## config.mk

```make
export PLATFORM = sky130hd
export DESIGN_NAME = adaptive_tempo_tracker
export DESIGN_NICKNAME = d
export VERILOG_FILES = /design/src/hdl/att_pkg.sv /design/src/hdl/att_ram.sv /design/src/hdl/att_div.sv /design/src/hdl/att_queue.sv /design/src/hdl/att_front.sv /design/src/hdl/att_back.sv /design/src/hdl/adaptive_tempo_tracker.sv
export SDC_FILE = /design/constraint.sdc
export NUM_CORES = 2
export LEC_CHECK = 0
export ABC_CLOCK_PERIOD_IN_PS = 8900
export BUFFER_PORTS_ARGS = -buffer_cell sky130_fd_sc_hd__buf_2
export CAP_MARGIN = 10
export CORE_UTILIZATION = 55
export DETAILED_ROUTE_END_ITERATION = 12
export PLACE_DENSITY = 0.78
export RECOVER_POWER = 100
export SLEW_MARGIN = 0
export SYNTH_ARGS = -nofsm -noshare
export SYNTH_HDL_FRONTEND = slang
export SYNTH_SLANG_ARGS = --single-unit
```

## constraint.sdc

```tcl
create_clock -name clk_i -period 8.9 [get_ports clk_i]
set_input_delay 1.335 -clock clk_i [delete_from_list [all_inputs] [get_ports clk_i]]
set_output_delay 1.335 -clock clk_i [all_outputs]
set_load 0.05 [all_outputs]
```

## src/hdl/att_pkg.sv

```systemverilog
// Shared types, constants and reset values of the adaptive tempo tracker.
package att_pkg;

  // Default sizes handed to the top-level parameters
  localparam int HIST_MAX_DEF  = 16;
  localparam int NUM_NOTES_DEF = 128;

  // Datapath widths
  localparam int TIMER_W  = 48;
  localparam int PROD_W   = TIMER_W + 10;  // timer difference times 1000
  localparam int DIV_DW   = 23;            // widest divisor: beat_ms * subdivisions
  localparam int DIV_QW   = 32;
  localparam int DIV_LONG_STEPS  = 32;
  localparam int DIV_SHORT_STEPS = 16;
  localparam int QUEUE_DEPTH     = 2;

  localparam logic [31:0] Q16_ONE = 32'h0001_0000;
  localparam logic [15:0] MS_SAT  = 16'hFFFF;

  // Register reset values
  localparam logic        RST_ENABLE      = 1'b0;
  localparam logic        RST_MODE        = 1'b0;
  localparam logic [4:0]  RST_HISTORY_LEN = 5'd4;
  localparam logic [15:0] RST_MIN_MS      = 16'd100;
  localparam logic [15:0] RST_MAX_MS      = 16'd2000;
  localparam logic [17:0] RST_SAMPLE_RATE = 18'd44100;
  localparam logic [15:0] RST_BEAT_MS     = 16'd500;
  localparam logic [6:0]  RST_SUBDIV      = 7'd1;
  localparam logic [15:0] RST_REFILL      = 16'(32'(RST_BEAT_MS) * 32'(RST_SUBDIV));

  typedef enum logic [1:0] {
    ACT_TICK    = 2'd0,
    ACT_PRESS   = 2'd1,
    ACT_RELEASE = 2'd2,
    ACT_RESET   = 2'd3
  } action_e;

  typedef enum logic [2:0] {
    REG_ENABLE      = 3'd0,
    REG_MODE        = 3'd1,
    REG_HISTORY_LEN = 3'd2,
    REG_MIN_MS      = 3'd3,
    REG_MAX_MS      = 3'd4,
    REG_SAMPLE_RATE = 3'd5,
    REG_BEAT_MS     = 3'd6,
    REG_SUBDIV      = 3'd7
  } reg_e;

  typedef enum logic [1:0] {
    OP_NONE    = 2'd0,
    OP_MEASURE = 2'd1,
    OP_REFILL  = 2'd2
  } op_e;

  typedef enum logic [2:0] {
    F_IDLE = 3'd0,
    F_DIFF = 3'd1,
    F_MUL1 = 3'd2,
    F_MUL2 = 3'd3,
    F_SAT  = 3'd4,
    F_DIV  = 3'd5,
    F_PUSH = 3'd6
  } fstate_e;

  typedef enum logic [1:0] {
    B_IDLE = 2'd0,
    B_SUM  = 2'd1,
    B_MEAN = 2'd2,
    B_MULT = 2'd3
  } bstate_e;

  typedef struct packed {
    logic        adaptive_enable;
    logic        measure_mode;
    logic [4:0]  history_len;
    logic [15:0] min_ms;
    logic [15:0] max_ms;
    logic [17:0] sample_rate_hz;
    logic [15:0] beat_ms;
    logic [6:0]  subdivisions;
  } cfg_t;

  // Classified item handed from front to back
  typedef struct packed {
    op_e         op;
    logic [15:0] delta;
  } cmd_t;

  // Request to the iterative divider
  typedef struct packed {
    logic              start;
    logic              long_run;
    logic [DIV_DW-1:0] rem0;
    logic [DIV_QW-1:0] num;
    logic [DIV_DW-1:0] den;
  } div_req_t;

endpackage

```

## src/hdl/att_ram.sv

```systemverilog
// Generic single-write, single-read RAM with registered read data.
module att_ram #(
  parameter int WIDTH = 1,
  parameter int DEPTH = 2
) (
  input  logic                                 clk_i,
  input  logic                                 we_i,
  input  logic [((DEPTH > 1) ? $clog2(DEPTH) : 1)-1:0] waddr_i,
  input  logic [WIDTH-1:0]                     wdata_i,
  input  logic [((DEPTH > 1) ? $clog2(DEPTH) : 1)-1:0] raddr_i,
  output logic [WIDTH-1:0]                     rdata_o
);

  logic [WIDTH-1:0] mem_q [DEPTH];
  logic [WIDTH-1:0] rdata_q;

  // Write port and registered read port
  always_ff @(posedge clk_i) begin
    if (we_i) begin
      mem_q[waddr_i] <= wdata_i;
    end
    rdata_q <= mem_q[raddr_i];
  end

  assign rdata_o = rdata_q;

endmodule

```

## src/hdl/att_div.sv

```systemverilog
// Restoring divider, one quotient bit per cycle, 16 or 32 steps.
module att_div (
  input  logic                     clk_i,
  input  logic                     rst_ni,
  input  att_pkg::div_req_t        req_i,
  output logic                     done_o,
  output logic [att_pkg::DIV_QW-1:0] quo_o
);

  localparam int DW = att_pkg::DIV_DW;
  localparam int QW = att_pkg::DIV_QW;

  logic          busy_q, done_q;
  logic [4:0]    cnt_q;
  logic [DW-1:0] rem_q, den_q;
  logic [QW-1:0] num_q, quo_q;
  logic [DW:0]   trial, trial_sub;
  logic          ge;

  // Shift in the next dividend bit and try the subtraction
  always_comb begin
    trial     = {rem_q, num_q[QW-1]};
    trial_sub = trial - {1'b0, den_q};
    ge        = (trial >= {1'b0, den_q});
  end

  // Step counter
  always_ff @(posedge clk_i or negedge rst_ni) begin
    if (!rst_ni) begin
      busy_q <= 1'b0;
      done_q <= 1'b0;
      cnt_q  <= '0;
    end else begin
      done_q <= 1'b0;
      if (req_i.start) begin
        busy_q <= 1'b1;
        cnt_q  <= req_i.long_run ? 5'(att_pkg::DIV_LONG_STEPS - 1)
                                 : 5'(att_pkg::DIV_SHORT_STEPS - 1);
      end else if (busy_q) begin
        cnt_q <= cnt_q - 5'd1;
        if (cnt_q == 5'd0) begin
          busy_q <= 1'b0;
          done_q <= 1'b1;
        end
      end
    end
  end

  // Remainder and quotient
  always_ff @(posedge clk_i) begin
    if (req_i.start) begin
      rem_q <= req_i.rem0;
      den_q <= req_i.den;
      num_q <= req_i.num;
      quo_q <= '0;
    end else if (busy_q) begin
      rem_q <= ge ? trial_sub[DW-1:0] : trial[DW-1:0];
      num_q <= {num_q[QW-2:0], 1'b0};
      quo_q <= {quo_q[QW-2:0], ge};
    end
  end

  assign done_o = done_q;
  assign quo_o  = quo_q;

endmodule

```

## src/hdl/att_queue.sv

```systemverilog
// Short command queue between the front and back sections.
module att_queue (
  input  logic          clk_i,
  input  logic          rst_ni,
  input  logic          push_i,
  input  att_pkg::cmd_t cmd_i,
  output logic          full_o,
  input  logic          pop_i,
  output att_pkg::cmd_t cmd_o,
  output logic          empty_o
);

  localparam int QD  = att_pkg::QUEUE_DEPTH;
  localparam int QAW = (QD > 1) ? $clog2(QD) : 1;

  att_pkg::cmd_t  mem_q [QD];
  logic [QAW-1:0] wp_q, rp_q;
  logic [QAW:0]   cnt_q;
  logic           do_push, do_pop;

  assign full_o  = (cnt_q == (QAW+1)'(QD));
  assign empty_o = (cnt_q == '0);
  assign do_push = push_i && !full_o;
  assign do_pop  = pop_i && !empty_o;
  assign cmd_o   = mem_q[rp_q];

  // Advance pointers and occupancy
  always_ff @(posedge clk_i or negedge rst_ni) begin
    if (!rst_ni) begin
      wp_q  <= '0;
      rp_q  <= '0;
      cnt_q <= '0;
    end else begin
      if (do_push) begin
        wp_q <= (wp_q == QAW'(QD - 1)) ? '0 : wp_q + QAW'(1);
      end
      if (do_pop) begin
        rp_q <= (rp_q == QAW'(QD - 1)) ? '0 : rp_q + QAW'(1);
      end
      if (do_push && !do_pop) begin
        cnt_q <= cnt_q + (QAW+1)'(1);
      end else if (do_pop && !do_push) begin
        cnt_q <= cnt_q - (QAW+1)'(1);
      end
    end
  end

  // Store pushed word
  always_ff @(posedge clk_i) begin
    if (do_push) begin
      mem_q[wp_q] <= cmd_i;
    end
  end

endmodule

```

## src/hdl/att_front.sv

```systemverilog
// Front section: accepts items, keeps the sample timer, gates notes, computes delta_ms.
module att_front #(
  parameter int NUM_NOTES = att_pkg::NUM_NOTES_DEF
) (
  input  logic          clk_i,
  input  logic          rst_ni,
  input  att_pkg::cfg_t cfg_i,
  input  logic          in_valid_i,
  output logic          in_stall_o,
  input  logic [1:0]    action_i,
  input  logic [12:0]   samples_i,
  input  logic [6:0]    note_i,
  input  logic          from_press_i,
  input  logic          targets_tempo_i,
  output logic          push_o,
  output att_pkg::cmd_t cmd_o,
  input  logic          full_i
);

  localparam int NIW = (NUM_NOTES > 1) ? $clog2(NUM_NOTES) : 1;
  localparam int TW  = att_pkg::TIMER_W;
  localparam int PW  = att_pkg::PROD_W;

  att_pkg::fstate_e  state_q, state_d;
  att_pkg::action_e  action_q;
  att_pkg::op_e      op_q, op_d;
  logic [6:0]        note_q;
  logic              from_press_q, targets_q;
  logic [TW-1:0]     timer_q, last_q, diff_q;
  logic [PW-1:0]     p24_q, n_q;
  logic [15:0]       delta_q;
  logic [NUM_NOTES-1:0] press_vld_q, inv_vld_q;

  logic              press_rd, inv_rd, press_bit, inv_bit;
  logic              in_rng, is_key, gate;
  logic              press_we, inv_we, sat;
  logic              accept;
  logic [NIW-1:0]    nidx;
  att_pkg::div_req_t div_req;
  logic              div_done;
  logic [att_pkg::DIV_QW-1:0] div_quo;

  assign accept = in_valid_i && !in_stall_o;
  assign nidx   = note_q[NIW-1:0];
  assign in_rng = ({1'b0, note_q} < 8'(NUM_NOTES));
  assign is_key = (action_q == att_pkg::ACT_PRESS) || (action_q == att_pkg::ACT_RELEASE);
  assign sat    = (n_q[PW-1:16] >= (PW-16)'(cfg_i.sample_rate_hz));

  // Gate stores: read with the incoming note, written in the cycle after, in F_DIFF
  att_ram #(.WIDTH(1), .DEPTH(NUM_NOTES)) u_press_ram (
    .clk_i   (clk_i),
    .we_i    (press_we),
    .waddr_i (nidx),
    .wdata_i (targets_q),
    .raddr_i (note_i[NIW-1:0]),
    .rdata_o (press_rd)
  );

  att_ram #(.WIDTH(1), .DEPTH(NUM_NOTES)) u_inv_ram (
    .clk_i   (clk_i),
    .we_i    (inv_we),
    .waddr_i (nidx),
    .wdata_i (targets_q),
    .raddr_i (note_i[NIW-1:0]),
    .rdata_o (inv_rd)
  );

  att_div u_div (
    .clk_i  (clk_i),
    .rst_ni (rst_ni),
    .req_i  (div_req),
    .done_o (div_done),
    .quo_o  (div_quo)
  );

  // Resolve the note gate and classify the item
  always_comb begin
    press_bit = press_vld_q[nidx] & press_rd;
    inv_bit   = inv_vld_q[nidx] & inv_rd;
    gate      = 1'b0;
    press_we  = 1'b0;
    inv_we    = 1'b0;
    if (is_key && in_rng) begin
      if (from_press_q) begin
        gate = targets_q;
        if (action_q == att_pkg::ACT_PRESS) begin
          press_we = (state_q == att_pkg::F_DIFF);
        end else begin
          inv_we = (state_q == att_pkg::F_DIFF);
        end
      end else begin
        gate = (action_q == att_pkg::ACT_PRESS) ? inv_bit : press_bit;
      end
    end
    op_d = att_pkg::OP_NONE;
    if (action_q == att_pkg::ACT_RESET) begin
      op_d = att_pkg::OP_REFILL;
    end else if (gate && (((action_q == att_pkg::ACT_PRESS) && !cfg_i.measure_mode) ||
                          ((action_q == att_pkg::ACT_RELEASE) && cfg_i.measure_mode))) begin
      op_d = att_pkg::OP_MEASURE;
    end
  end

  // Next state and handshake outputs
  always_comb begin
    state_d          = state_q;
    in_stall_o       = (state_q != att_pkg::F_IDLE);
    push_o           = 1'b0;
    cmd_o.op         = op_q;
    cmd_o.delta      = delta_q;
    div_req.start    = 1'b0;
    div_req.long_run = 1'b0;
    div_req.rem0     = att_pkg::DIV_DW'(n_q[33:16]);
    div_req.num      = {n_q[15:0], 16'h0000};
    div_req.den      = att_pkg::DIV_DW'(cfg_i.sample_rate_hz);
    case (state_q)
      att_pkg::F_IDLE: begin
        if (in_valid_i) begin
          state_d = att_pkg::F_DIFF;
        end
      end
      att_pkg::F_DIFF: state_d = att_pkg::F_MUL1;
      att_pkg::F_MUL1: state_d = att_pkg::F_MUL2;
      att_pkg::F_MUL2: state_d = att_pkg::F_SAT;
      att_pkg::F_SAT: begin
        if (sat) begin
          state_d = att_pkg::F_PUSH;
        end else begin
          div_req.start = 1'b1;
          state_d       = att_pkg::F_DIV;
        end
      end
      att_pkg::F_DIV: begin
        if (div_done) begin
          state_d = att_pkg::F_PUSH;
        end
      end
      att_pkg::F_PUSH: begin
        push_o = !full_i;
        if (!full_i) begin
          state_d = att_pkg::F_IDLE;
        end
      end
      default: state_d = att_pkg::F_IDLE;
    endcase
  end

  // State, timers and gate valid bits
  always_ff @(posedge clk_i or negedge rst_ni) begin
    if (!rst_ni) begin
      state_q     <= att_pkg::F_IDLE;
      timer_q     <= '0;
      last_q      <= '0;
      press_vld_q <= '0;
      inv_vld_q   <= '0;
    end else begin
      state_q <= state_d;
      if (accept && (att_pkg::action_e'(action_i) == att_pkg::ACT_TICK)) begin
        timer_q <= timer_q + TW'(samples_i);
      end
      if ((state_q == att_pkg::F_DIFF) && gate && (action_q == att_pkg::ACT_PRESS)) begin
        last_q <= timer_q;
      end
      if (press_we) begin
        press_vld_q[nidx] <= 1'b1;
      end
      if (inv_we) begin
        inv_vld_q[nidx] <= 1'b1;
      end
    end
  end

  // Item fields and delta datapath
  always_ff @(posedge clk_i) begin
    if (accept) begin
      action_q     <= att_pkg::action_e'(action_i);
      note_q       <= note_i;
      from_press_q <= from_press_i;
      targets_q    <= targets_tempo_i;
    end
    case (state_q)
      att_pkg::F_DIFF: begin
        diff_q <= timer_q - last_q;
        op_q   <= op_d;
      end
      att_pkg::F_MUL1: p24_q <= (PW'(diff_q) << 4) + (PW'(diff_q) << 3);
      att_pkg::F_MUL2: n_q   <= (PW'(diff_q) << 10) - p24_q;
      att_pkg::F_SAT: begin
        if (sat) begin
          delta_q <= att_pkg::MS_SAT;
        end
      end
      att_pkg::F_DIV: begin
        if (div_done) begin
          delta_q <= div_quo[15:0];
        end
      end
      default: ;
    endcase
  end

endmodule

```

## src/hdl/att_back.sv

```systemverilog
// Back section: history window, mean and period multiplier, output register.
module att_back #(
  parameter int HIST_MAX = att_pkg::HIST_MAX_DEF
) (
  input  logic          clk_i,
  input  logic          rst_ni,
  input  att_pkg::cfg_t cfg_i,
  output logic          pop_o,
  input  att_pkg::cmd_t cmd_i,
  input  logic          empty_i,
  output logic          out_valid_o,
  input  logic          out_stall_i,
  output logic [31:0]   period_multiplier_o,
  output logic [15:0]   delta_ms_o,
  output logic          accepted_o
);

  localparam int LENW = $clog2(HIST_MAX + 1);
  localparam int PW   = (HIST_MAX > 1) ? $clog2(HIST_MAX) : 1;
  localparam int CW   = (LENW > 5) ? LENW : 5;
  localparam int SUMW = 16 + LENW;
  localparam int DW   = att_pkg::DIV_DW;

  att_pkg::bstate_e state_q, state_d;
  logic [PW-1:0]    wp_q, rp_q;
  logic [LENW-1:0]  cnt_q, issue_q;
  logic [15:0]      refill_q, delta_q;
  logic [31:0]      mult_q;
  logic [DW-1:0]    bdiv_q;
  logic             pend_q, use_q;
  logic [SUMW-1:0]  acc_q;
  logic             out_valid_q, acc_flag_q;
  logic [31:0]      pm_q;
  logic [15:0]      dms_q;

  logic [CW-1:0]    hl_ext, len_ext;
  logic [LENW-1:0]  len;
  logic             ok, start, load_out, hist_we;
  logic [31:0]      out_pm;
  logic             out_acc;
  logic [15:0]      rd_data;
  att_pkg::div_req_t div_req;
  logic             div_done;
  logic [att_pkg::DIV_QW-1:0] div_quo;

  // Clamp the window length to the history depth
  always_comb begin
    hl_ext  = CW'(cfg_i.history_len);
    len_ext = (hl_ext > CW'(HIST_MAX)) ? CW'(HIST_MAX) : hl_ext;
    len     = len_ext[LENW-1:0];
    ok      = cfg_i.adaptive_enable && (len != '0) &&
              (cmd_i.delta > cfg_i.min_ms) && (cmd_i.delta < cfg_i.max_ms);
  end

  att_ram #(.WIDTH(16), .DEPTH(HIST_MAX)) u_hist_ram (
    .clk_i   (clk_i),
    .we_i    (hist_we),
    .waddr_i (wp_q),
    .wdata_i (cmd_i.delta),
    .raddr_i (rp_q),
    .rdata_o (rd_data)
  );

  att_div u_div (
    .clk_i  (clk_i),
    .rst_ni (rst_ni),
    .req_i  (div_req),
    .done_o (div_done),
    .quo_o  (div_quo)
  );

  // Next state, pops and divider requests
  always_comb begin
    state_d          = state_q;
    start            = !empty_i && !out_valid_q && (state_q == att_pkg::B_IDLE);
    pop_o            = start;
    hist_we          = 1'b0;
    load_out         = 1'b0;
    out_pm           = mult_q;
    out_acc          = 1'b0;
    div_req.start    = 1'b0;
    div_req.long_run = 1'b0;
    div_req.rem0     = DW'(acc_q[SUMW-1:16]);
    div_req.num      = {acc_q[15:0], 16'h0000};
    div_req.den      = DW'(len);
    case (state_q)
      att_pkg::B_IDLE: begin
        if (start) begin
          case (cmd_i.op)
            att_pkg::OP_REFILL: begin
              load_out = 1'b1;
              out_pm   = att_pkg::Q16_ONE;
            end
            att_pkg::OP_MEASURE: begin
              if (ok) begin
                hist_we = 1'b1;
                state_d = att_pkg::B_SUM;
              end else begin
                load_out = 1'b1;
              end
            end
            default: load_out = 1'b1;
          endcase
        end
      end
      att_pkg::B_SUM: begin
        if ((issue_q == len) && !pend_q) begin
          div_req.start = 1'b1;
          state_d       = att_pkg::B_MEAN;
        end
      end
      att_pkg::B_MEAN: begin
        div_req.long_run = 1'b1;
        div_req.rem0     = '0;
        div_req.num      = {div_quo[15:0], 16'h0000};
        div_req.den      = (bdiv_q == '0) ? DW'(1) : bdiv_q;
        if (div_done) begin
          div_req.start = 1'b1;
          state_d       = att_pkg::B_MULT;
        end
      end
      att_pkg::B_MULT: begin
        if (div_done) begin
          load_out = 1'b1;
          out_pm   = div_quo;
          out_acc  = 1'b1;
          state_d  = att_pkg::B_IDLE;
        end
      end
      default: state_d = att_pkg::B_IDLE;
    endcase
  end

  // Control state
  always_ff @(posedge clk_i or negedge rst_ni) begin
    if (!rst_ni) begin
      state_q     <= att_pkg::B_IDLE;
      wp_q        <= '0;
      cnt_q       <= '0;
      refill_q    <= att_pkg::RST_REFILL;
      mult_q      <= att_pkg::Q16_ONE;
      out_valid_q <= 1'b0;
      pend_q      <= 1'b0;
    end else begin
      state_q <= state_d;
      if (start && (cmd_i.op == att_pkg::OP_REFILL)) begin
        cnt_q    <= '0;
        refill_q <= (|bdiv_q[DW-1:16]) ? att_pkg::MS_SAT : bdiv_q[15:0];
        mult_q   <= att_pkg::Q16_ONE;
      end
      if (hist_we) begin
        wp_q  <= (wp_q == PW'(HIST_MAX - 1)) ? '0 : wp_q + PW'(1);
        cnt_q <= (cnt_q == LENW'(HIST_MAX)) ? cnt_q : cnt_q + LENW'(1);
      end
      if ((state_q == att_pkg::B_MULT) && div_done) begin
        mult_q <= div_quo;
      end
      pend_q <= (state_q == att_pkg::B_SUM) && (issue_q != len);
      if (load_out) begin
        out_valid_q <= 1'b1;
      end else if (out_valid_q && !out_stall_i) begin
        out_valid_q <= 1'b0;
      end
    end
  end

  // Window walk, accumulator and output payload
  always_ff @(posedge clk_i) begin
    bdiv_q <= DW'(cfg_i.beat_ms) * DW'(cfg_i.subdivisions);
    if (hist_we) begin
      rp_q    <= wp_q;
      issue_q <= '0;
      acc_q   <= '0;
      delta_q <= cmd_i.delta;
    end else if (state_q == att_pkg::B_SUM) begin
      if (issue_q != len) begin
        rp_q    <= (rp_q == '0) ? PW'(HIST_MAX - 1) : rp_q - PW'(1);
        issue_q <= issue_q + LENW'(1);
        use_q   <= (issue_q < cnt_q);
      end
      if (pend_q) begin
        acc_q <= acc_q + SUMW'(use_q ? rd_data : refill_q);
      end
    end
    if (load_out) begin
      pm_q       <= out_pm;
      dms_q      <= (state_q == att_pkg::B_MULT) ? delta_q : cmd_i.delta;
      acc_flag_q <= out_acc;
    end
  end

  assign out_valid_o         = out_valid_q;
  assign period_multiplier_o = pm_q;
  assign delta_ms_o          = dms_q;
  assign accepted_o          = acc_flag_q;

endmodule

```

## src/hdl/adaptive_tempo_tracker.sv

```systemverilog
// Adaptive tempo tracker top level: configuration registers, front, queue and back.
//
// Input channel (in_valid_i / in_stall_o) carries one word per tick, key event or
// history reset. Output channel (out_valid_o / out_stall_i) returns exactly one
// word per input word, in order: period multiplier (Q16.16), delta_ms, accepted.
// Configuration port (cfg_valid_i / cfg_ready_o) is always ready; write it only
// while no word is in flight.
// Front section: fixed steps plus a 16-step divider that turns the sample difference
// into milliseconds; the divider is skipped when the delta saturates. It takes a new
// word only when idle.
// Back section: words that do not touch the history go straight to the output
// register; a word pushed into the history takes a window walk over the history
// RAM, then a 16-step mean division and a 32-step multiplier division.
// A two-word queue lets the front keep accepting while the back works.
// Reset clears the timers, note gates and queue, loads register defaults, refills the
// history with 500 ms and sets the multiplier to 1.0.
// While out_stall_i is high the output word holds; the queue then fills and the
// input stalls.
module adaptive_tempo_tracker #(
  parameter int HIST_MAX  = att_pkg::HIST_MAX_DEF,
  parameter int NUM_NOTES = att_pkg::NUM_NOTES_DEF
) (
  input  logic        clk_i,
  input  logic        rst_ni,
  input  logic        in_valid_i,
  output logic        in_stall_o,
  input  logic [1:0]  action_i,
  input  logic [12:0] samples_i,
  input  logic [6:0]  note_i,
  input  logic        from_press_i,
  input  logic        targets_tempo_i,
  output logic        out_valid_o,
  input  logic        out_stall_i,
  output logic [31:0] period_multiplier_o,
  output logic [15:0] delta_ms_o,
  output logic        accepted_o,
  input  logic        cfg_valid_i,
  output logic        cfg_ready_o,
  input  logic [2:0]  cfg_index_i,
  input  logic [17:0] cfg_data_i
);

  att_pkg::cfg_t cfg_q;
  att_pkg::cmd_t push_cmd, pop_cmd;
  logic          push, pop, full, empty;

  assign cfg_ready_o = 1'b1;

  // Configuration registers
  always_ff @(posedge clk_i or negedge rst_ni) begin
    if (!rst_ni) begin
      cfg_q.adaptive_enable <= att_pkg::RST_ENABLE;
      cfg_q.measure_mode    <= att_pkg::RST_MODE;
      cfg_q.history_len     <= att_pkg::RST_HISTORY_LEN;
      cfg_q.min_ms          <= att_pkg::RST_MIN_MS;
      cfg_q.max_ms          <= att_pkg::RST_MAX_MS;
      cfg_q.sample_rate_hz  <= att_pkg::RST_SAMPLE_RATE;
      cfg_q.beat_ms         <= att_pkg::RST_BEAT_MS;
      cfg_q.subdivisions    <= att_pkg::RST_SUBDIV;
    end else if (cfg_valid_i && cfg_ready_o) begin
      case (att_pkg::reg_e'(cfg_index_i))
        att_pkg::REG_ENABLE:      cfg_q.adaptive_enable <= cfg_data_i[0];
        att_pkg::REG_MODE:        cfg_q.measure_mode    <= cfg_data_i[0];
        att_pkg::REG_HISTORY_LEN: cfg_q.history_len     <= cfg_data_i[4:0];
        att_pkg::REG_MIN_MS:      cfg_q.min_ms          <= cfg_data_i[15:0];
        att_pkg::REG_MAX_MS:      cfg_q.max_ms          <= cfg_data_i[15:0];
        att_pkg::REG_SAMPLE_RATE: cfg_q.sample_rate_hz  <= cfg_data_i;
        att_pkg::REG_BEAT_MS:     cfg_q.beat_ms         <= cfg_data_i[15:0];
        att_pkg::REG_SUBDIV:      cfg_q.subdivisions    <= cfg_data_i[6:0];
        default: ;
      endcase
    end
  end

  att_front #(.NUM_NOTES(NUM_NOTES)) u_front (
    .clk_i           (clk_i),
    .rst_ni          (rst_ni),
    .cfg_i           (cfg_q),
    .in_valid_i      (in_valid_i),
    .in_stall_o      (in_stall_o),
    .action_i        (action_i),
    .samples_i       (samples_i),
    .note_i          (note_i),
    .from_press_i    (from_press_i),
    .targets_tempo_i (targets_tempo_i),
    .push_o          (push),
    .cmd_o           (push_cmd),
    .full_i          (full)
  );

  att_queue u_queue (
    .clk_i   (clk_i),
    .rst_ni  (rst_ni),
    .push_i  (push),
    .cmd_i   (push_cmd),
    .full_o  (full),
    .pop_i   (pop),
    .cmd_o   (pop_cmd),
    .empty_o (empty)
  );

  att_back #(.HIST_MAX(HIST_MAX)) u_back (
    .clk_i               (clk_i),
    .rst_ni              (rst_ni),
    .cfg_i               (cfg_q),
    .pop_o               (pop),
    .cmd_i               (pop_cmd),
    .empty_i             (empty),
    .out_valid_o         (out_valid_o),
    .out_stall_i         (out_stall_i),
    .period_multiplier_o (period_multiplier_o),
    .delta_ms_o          (delta_ms_o),
    .accepted_o          (accepted_o)
  );

endmodule

```

* Yosys cells after proc, flatten, opt, wreduce, memory -nomap -nowiden
Memory sizes are Yosys's and may differ from the RTL's. A register that Yosys moved wholly into a read port is not among the register bits.
Index checks and enable logic that the tools add are counted.
** Word-level totals
- Register bits after elaboration :: 1009
- Bits in writable memories :: 548
- Output and inout bits :: 52
- Memories kept :: 4
** Memory list
- u_back.u_hist_ram.mem_q :: words 16, bits a word 16, read ports 1, clocked after Yosys merged registers in 1, wr ports 1, line att_ram.sv:14 : logic [WIDTH-1:0] mem_q [DEPTH];
- u_front.u_inv_ram.mem_q :: words 128, bits a word 1, read ports 1, clocked after Yosys merged registers in 1, wr ports 1, line att_ram.sv:14
- u_front.u_press_ram.mem_q :: words 128, bits a word 1, read ports 1, clocked after Yosys merged registers in 1, wr ports 1, line att_ram.sv:14
- u_queue.mem_q :: words 2, bits a word 18, read ports 1, clocked after Yosys merged registers in 0, wr ports 1, line att_queue.sv:16 : att_pkg::cmd_t mem_q [QD];
** Cells by class
- $add $sub $neg :: 17
- Multipliers :: 1
- $lt $le $gt $ge :: 9
- Equal/unequal tests :: 37
- Multiplexer cells :: 106
- Bitwise operators :: 6
- Reductions and logical operators :: 71
** Operator list (number)
- 2-to-1 mux 32 bit :: 9
- OR 128 bit :: 2
- 2-to-1 mux 23 bit :: 5
- 2-to-1 mux 16 bit :: 5
- 2-to-1 mux 79 bit :: 1
- one-hot mux 32 bit (2 select lines) :: 1
- subtractor 58 bit :: 1
- adder 52 x 51 -> 53 bit :: 1
- 2-to-1 mux 1 bit :: 49
- adder 48 x 13 -> 48 bit :: 1
- subtractor 48 bit :: 1
- 2-to-1 mux 5 bit :: 9
- greater-or-equal comparator 42 x 18 -> 1 bit :: 1
- 2-to-1 mux 18 bit :: 2
- one-hot mux 16 bit (2 select lines) :: 1
- greater-or-equal comparator 24 x 18 -> 1 bit :: 1
- greater-or-equal comparator 24 x 23 -> 1 bit :: 1
- AND reduction 2 bit :: 12
- logical NOT 23 bit :: 1
- multiplier 16 x 7 -> 23 bit :: 1
- subtractor 23 x 18 -> 23 bit :: 1
- subtractor 23 bit :: 1
- logical AND 1 bit :: 22
- adder 21 bit :: 1
- 47 further kinds :: 117

* Logic depth before layout (Yosys ltp)
- Word-level depth :: 12
- Depth in mapped cells :: 20

* Cells and area by module
From an unflattened synthesis, not the netlist that was laid out.
** Second synthesis, totals
- Cells, all modules :: 6595
- Area total of the unflattened synthesis :: 80400.9 µm²
** By module, submodules not included
- att_front :: times used 1, cells each 2768, area an instance 29620.9 µm²
- att_back :: times used 1, cells each 1269, area an instance 12560.8 µm²
- att_div :: times used 2, cells each 541, area an instance 6005.8 µm²
- att_ram (u_front.u_inv_ram ...) :: times used 2, cells each 395, area an instance 5719.2 µm²
- att_ram (u_back.u_hist_ram) :: times used 1, cells each 432, area an instance 10042.1 µm²
- adaptive_tempo_tracker :: times used 1, cells each 179, area an instance 3181.8 µm²
- att_queue :: times used 1, cells each 75, area an instance 1545.2 µm²

* Worst setup path after synthesis
Ideal clock, no wire load.
- Kind :: register to register
- Start :: reg u_front.state_q[0]
- End :: mem u_front.u_inv_ram.mem_q[120] (enable)
- Arrival :: 5.508 ns
- Setup slack :: 3.087 ns
- Cell stages (with the launch flop) :: 8
- Clock period less this slack :: 5.813 ns
- Cells stage by stage :: dfrtp_1 > nor3b_1 > nor2b_1 > and2_1 > nor3b_1 > nand2_1 > clkbuf_1 > nor2_1
** Between the ends
- Longest elaborated chain between the ends :: 6
** Ends and longest elaborated chain
- start, declared :: line att_front.sv:24 : att_pkg::fstate_e state_q, state_d;
- start signal, assigned :: line att_front.sv:151 : state_q <= att_pkg::F_IDLE;
- start signal, assigned :: line att_front.sv:157 : state_q <= state_d;
- equality test 3 x 1 -> 1 bit :: line att_front.sv:89 : inv_we = (state_q == att_pkg::F_DIFF);
- 2-to-1 mux 1 bit :: line att_front.sv:86 : if (action_q == att_pkg::ACT_PRESS) begin
- 2-to-1 mux 1 bit :: line att_front.sv:84 : if (from_press_q) begin
- 2-to-1 mux 1 bit :: line att_front.sv:83 : if (is_key && in_rng) begin
- 2-to-1 mux 1 bit :: line att_ram.sv:19 : if (we_i) begin
- 2-to-1 mux 1 bit (not written as such) :: line att_ram.sv:20 : mem_q[waddr_i] <= wdata_i;
- end, declared :: line att_ram.sv:14
Every way passes these cells.

==> results.json <==
{
  "status": "complete, but fails checks",
  "violations": "max-capacitance violations, max-slew violations",
  "synth_top_area_share": 0.3615,
  "drtIter0Drc": 4445,
  "cts_resized": 0,
  "peakVddDrop_mv": 0.2724,
  "synth-seq-cells": 1545,
  "endpoint_kind": "register",
  "die_area_sq_um": 139100,
  "num_rows": 135,
  "final_nets": 6649,
  "grt.overflow.total": 0,
  "cts_made_buffers": 158,
  "wl_mm": 174.7,
  "hold_viol": 0,
  "holdCritPathClass": "register to register",
  "rrSetupSlack_ps": 1850,
  "max_freq_mhz": 141.9,
  "dp.final_hpwl_mm": 115.3,
  "grt_max_degree": 251,
  "cts_setup_buffers": 0,
  "synthesis.area_sq_um": 75680,
  "synth_cell_types": 98,
  "area_growth_pct": 9.636,
  "drc": 0,
  "finalPower_w": 0.02684,
  "cp_cell_sequence": "mux2_1 -> ha_1 -> nor2b_1 -> o21a_1 -> o21a_1 -> o21ai_0 -> a21oi_1 -> nor3_1 -> nor3_1 -> o21a_1 -> nor2_1 -> clkbuf_1",
  "critPathRequiredTime_ps": 9280,
  "fin_crit_sh": 0.7918,
  "wl_per_cell_um": 21.54,
  "synth-simple-area-share": 0.1158,
  "synthAdderAreaFrac": 0.07391,
  "holdWs_ps": 446.5,
  "antenna_found_initial": 7,
  "synth-compound-area-share": 0.08880,
  "rsz0062_at_grt": "false",
  "clk_path_buf_depth": 3,
  "clkTransAtPathRegs_ps": 60,
  "synth_xor_area_frac": 0.02974,
  "die_w_um": 372.9,
  "cts_hold_buf": 0,
  "yosysWarnings": 0,
  "syn_inst": 6113,
  "yosys-top-cells-area": "edfxtp_1, dfrtp_1, mux4_2",
  "yosysTopAreaCell": "edfxtp_1",
  "num_io_pins": 102,
  "max-slew-margin-rel": -2.189,
  "worst_ep_arrival_time_ps": 7430,
  "rr_endpoint": "u_back.period_multiplier_o[4]$_DFFE_PP_",
  "critPathMaxFanout": 33,
  "viasPerCell": 6.000,
  "startpoint_type": "register",
  "min_path_cells": 0,
  "start_util": 0.5565,
  "syn_avg_cell_area_sq_um": 12.38,
  "async_flop_share": 0.3327,
  "h-tree-depth": 4,
  "place_congestion": 0.8828,
  "clock_latency_ps": 830,
  "cts_tree": "yes",
  "slowest_stage": "clkbuf_1",
  "synth_edf_count": 911,
  "critPathCapture": "u_back.period_multiplier_o[4]$_DFFE_PP_",
  "grt_pass1_vias": 49000,
  "r2r_start": "u_queue.rp_q$_DFFE_PN0P_",
  "cellPowerDensity_nw_per_um2": 323.5,
  "first_pass_iters": 6,
  "finalSetupViolCount": 0,
  "synth_nets": 6565,
  "drive_gt1_frac": 0.1534,
  "drv_slew": 1190,
  "crit_type": "register to register",
  "synth_top_family_by_area": "simple AND/OR/NAND/NOR gates",
  "ant_nets": 0,
  "clock-sinks": 1545,
  "period_needed_ps": 7047,
  "cts_root_buf": "clkbuf_16",
  "coreArea_sq_um": 136000,
  "fin_setup_tns_ps": 0,
  "finClkSkew_ps": 46.52,
  "crit_path_frequent_cell": "o21a_1",
  "crit_path_max_incr_delay_ps": 1510,
  "power_leakage_nw": 33.82,
  "io_buffers": 100,
  "vias": 48680,
  "synth.most_common_cell": "edfxtp_1",
  "cap_violations": 22,
  "ys.flop_type": "edfxtp_1",
  "tightest_slew_ps": 4783,
  "ys_seq_area_frac": 0.5637,
  "grt_pass1_wl_mm": 276.2,
  "r2r_cells": 12,
  "die_h_um": 372.9,
  "cp-startpoint": "u_queue.rp_q$_DFFE_PN0P_",
  "synth.top_cells.by_count": "edfxtp_1, nor2_1, dfrtp_1, nand2_1, inv_1",
  "grt_usage": 0.2528,
  "synthMuxAreaShare": 0.09692
}
[report_power, final]
group / switching [W] / internal [W] / leakage [nW]
combinational: 0.00580 / 0.00421 / 15.1
clock: 0.00290 / 0.00391 / 2.64
sequential: 0.000790 / 0.00922 / 16.0
[per-stage QoR]
stage / cell area [sq um] / utilization / setup WS [ps] / instances
after global routing: 82970 / 0.6102 / 1529 / 8112
after CTS: 83440 / 0.6137 / 3185 / 8109
after detailed placement: 78060 / 0.5741 / 3309 / 7818
after floorplan: 75680 / - / 3087 / 6113
after global placement: 78060 / 0.5741 / 3457 / 7818
final: 82970 / 0.6102 / 1853 / 8113
[placed cells by master (no fill, tap or decap), types with 130 or more instances in the layout]
cell	Yosys	routed
mux4_2	186	186
or2_2	280	278
nand2_1	387	387
mux2_2	161	140
o21ai_0	215	223
a21oi_1	294	294
edfxtp_1	911	911
clkbuf_16	0	163
ha_1	327	327
inv_1	357	357
dfrtp_1	484	483
nor2_1	617	615
clkbuf_1	184	130
xnor2_1	158	158
[per-layer routing]
layer	vias to the layer above	routed length, um	share of wire	track usage
met2	1927	84980	0.49	0.4208
met5	-	29	0.00017	0
met4	4	6108	0.035	0.08865
met1	24180	71910	0.41	0.3372
met3	376	11690	0.067	0.04005
li1	22190	-	-	-
[worst max-delay path, delay by kind of cell (launching register included)]
| kind | cells | cell delay [ps] |
|---|---|---|
| AND/OR/NAND/NOR | 4 | 2160 |
| flip-flops | 1 | 890 |
| AO/OA/AOI/OAI | 5 | 950 |
| adder cells (fa/ha/maj) | 1 | 400 |
| multiplexers | 1 | 670 |
| buffers and inverters | 1 | 1510 |
[final cells by class]
type                            instances  area [sq um]
Antenna cell                            4         10.01
Clock buffer                          215          4494
Clock inverter                         76         892.1
Fill cell                           10240         53010
Inverter                              359          1348
Multi-Input combinational cell       3965         30530
Sequential cell                      1545         42660
Tap cell                             1781          2228
Timing Repair Buffer                  168         810.8
[how the worst min path moves through the flow]
stage | startpoint | endpoint | slack, ps
CTS | rst_ni | u_back.mult_q[12]$_DFFE_PN0P_ | 440
finish | u_front.delta_q[0]$_SDFFCE_PP1P_ | u_queue.mem_q[1][0]$_DFFE_PP_ | 450
global placement | u_front.delta_q[10]$_SDFFCE_PP1P_ | u_queue.mem_q[0][10]$_DFFE_PP_ | 420
detailed placement | u_front.delta_q[0]$_SDFFCE_PP1P_ | u_queue.mem_q[1][0]$_DFFE_PP_ | 430
floorplan | u_front.delta_q[0]$_SDFFCE_PP1P_ | u_queue.mem_q[0][0]$_DFFE_PP_ | 420
global route | u_front.delta_q[0]$_SDFFCE_PP1P_ | u_queue.mem_q[1][0]$_DFFE_PP_ | 460
[state kept, by name (all words and copies together), names as in the netlist, 32 cells and up]
signal and count:
u_front.u_inv_ram.mem_q 128, u_queue.mem_q 36, u_back.u_div.quo_o 32, u_front.inv_vld_q 128
u_front.p24_q 50, u_back.u_hist_ram.mem_q 256, u_front.press_vld_q 128, u_front.last_q 48
u_back.period_multiplier_o 32, u_front.n_q 55, u_front.timer_q 48, u_front.u_press_ram.mem_q 128
u_back.mult_q 32, cfg_q 80, u_front.diff_q 48
[kinds of logic (layout without fill, tap and decap cells)]
family,count (synthesis),count (layout)
flops,1545,1545
mux,473,473
fa+ha+maj,402,402
other cells,1,5
simple gates,1803,1803
xor+xnor,257,257
buf+inv,603,818
compound gates,1029,1029
Note: power is estimated with default switching activity, not from simulation.
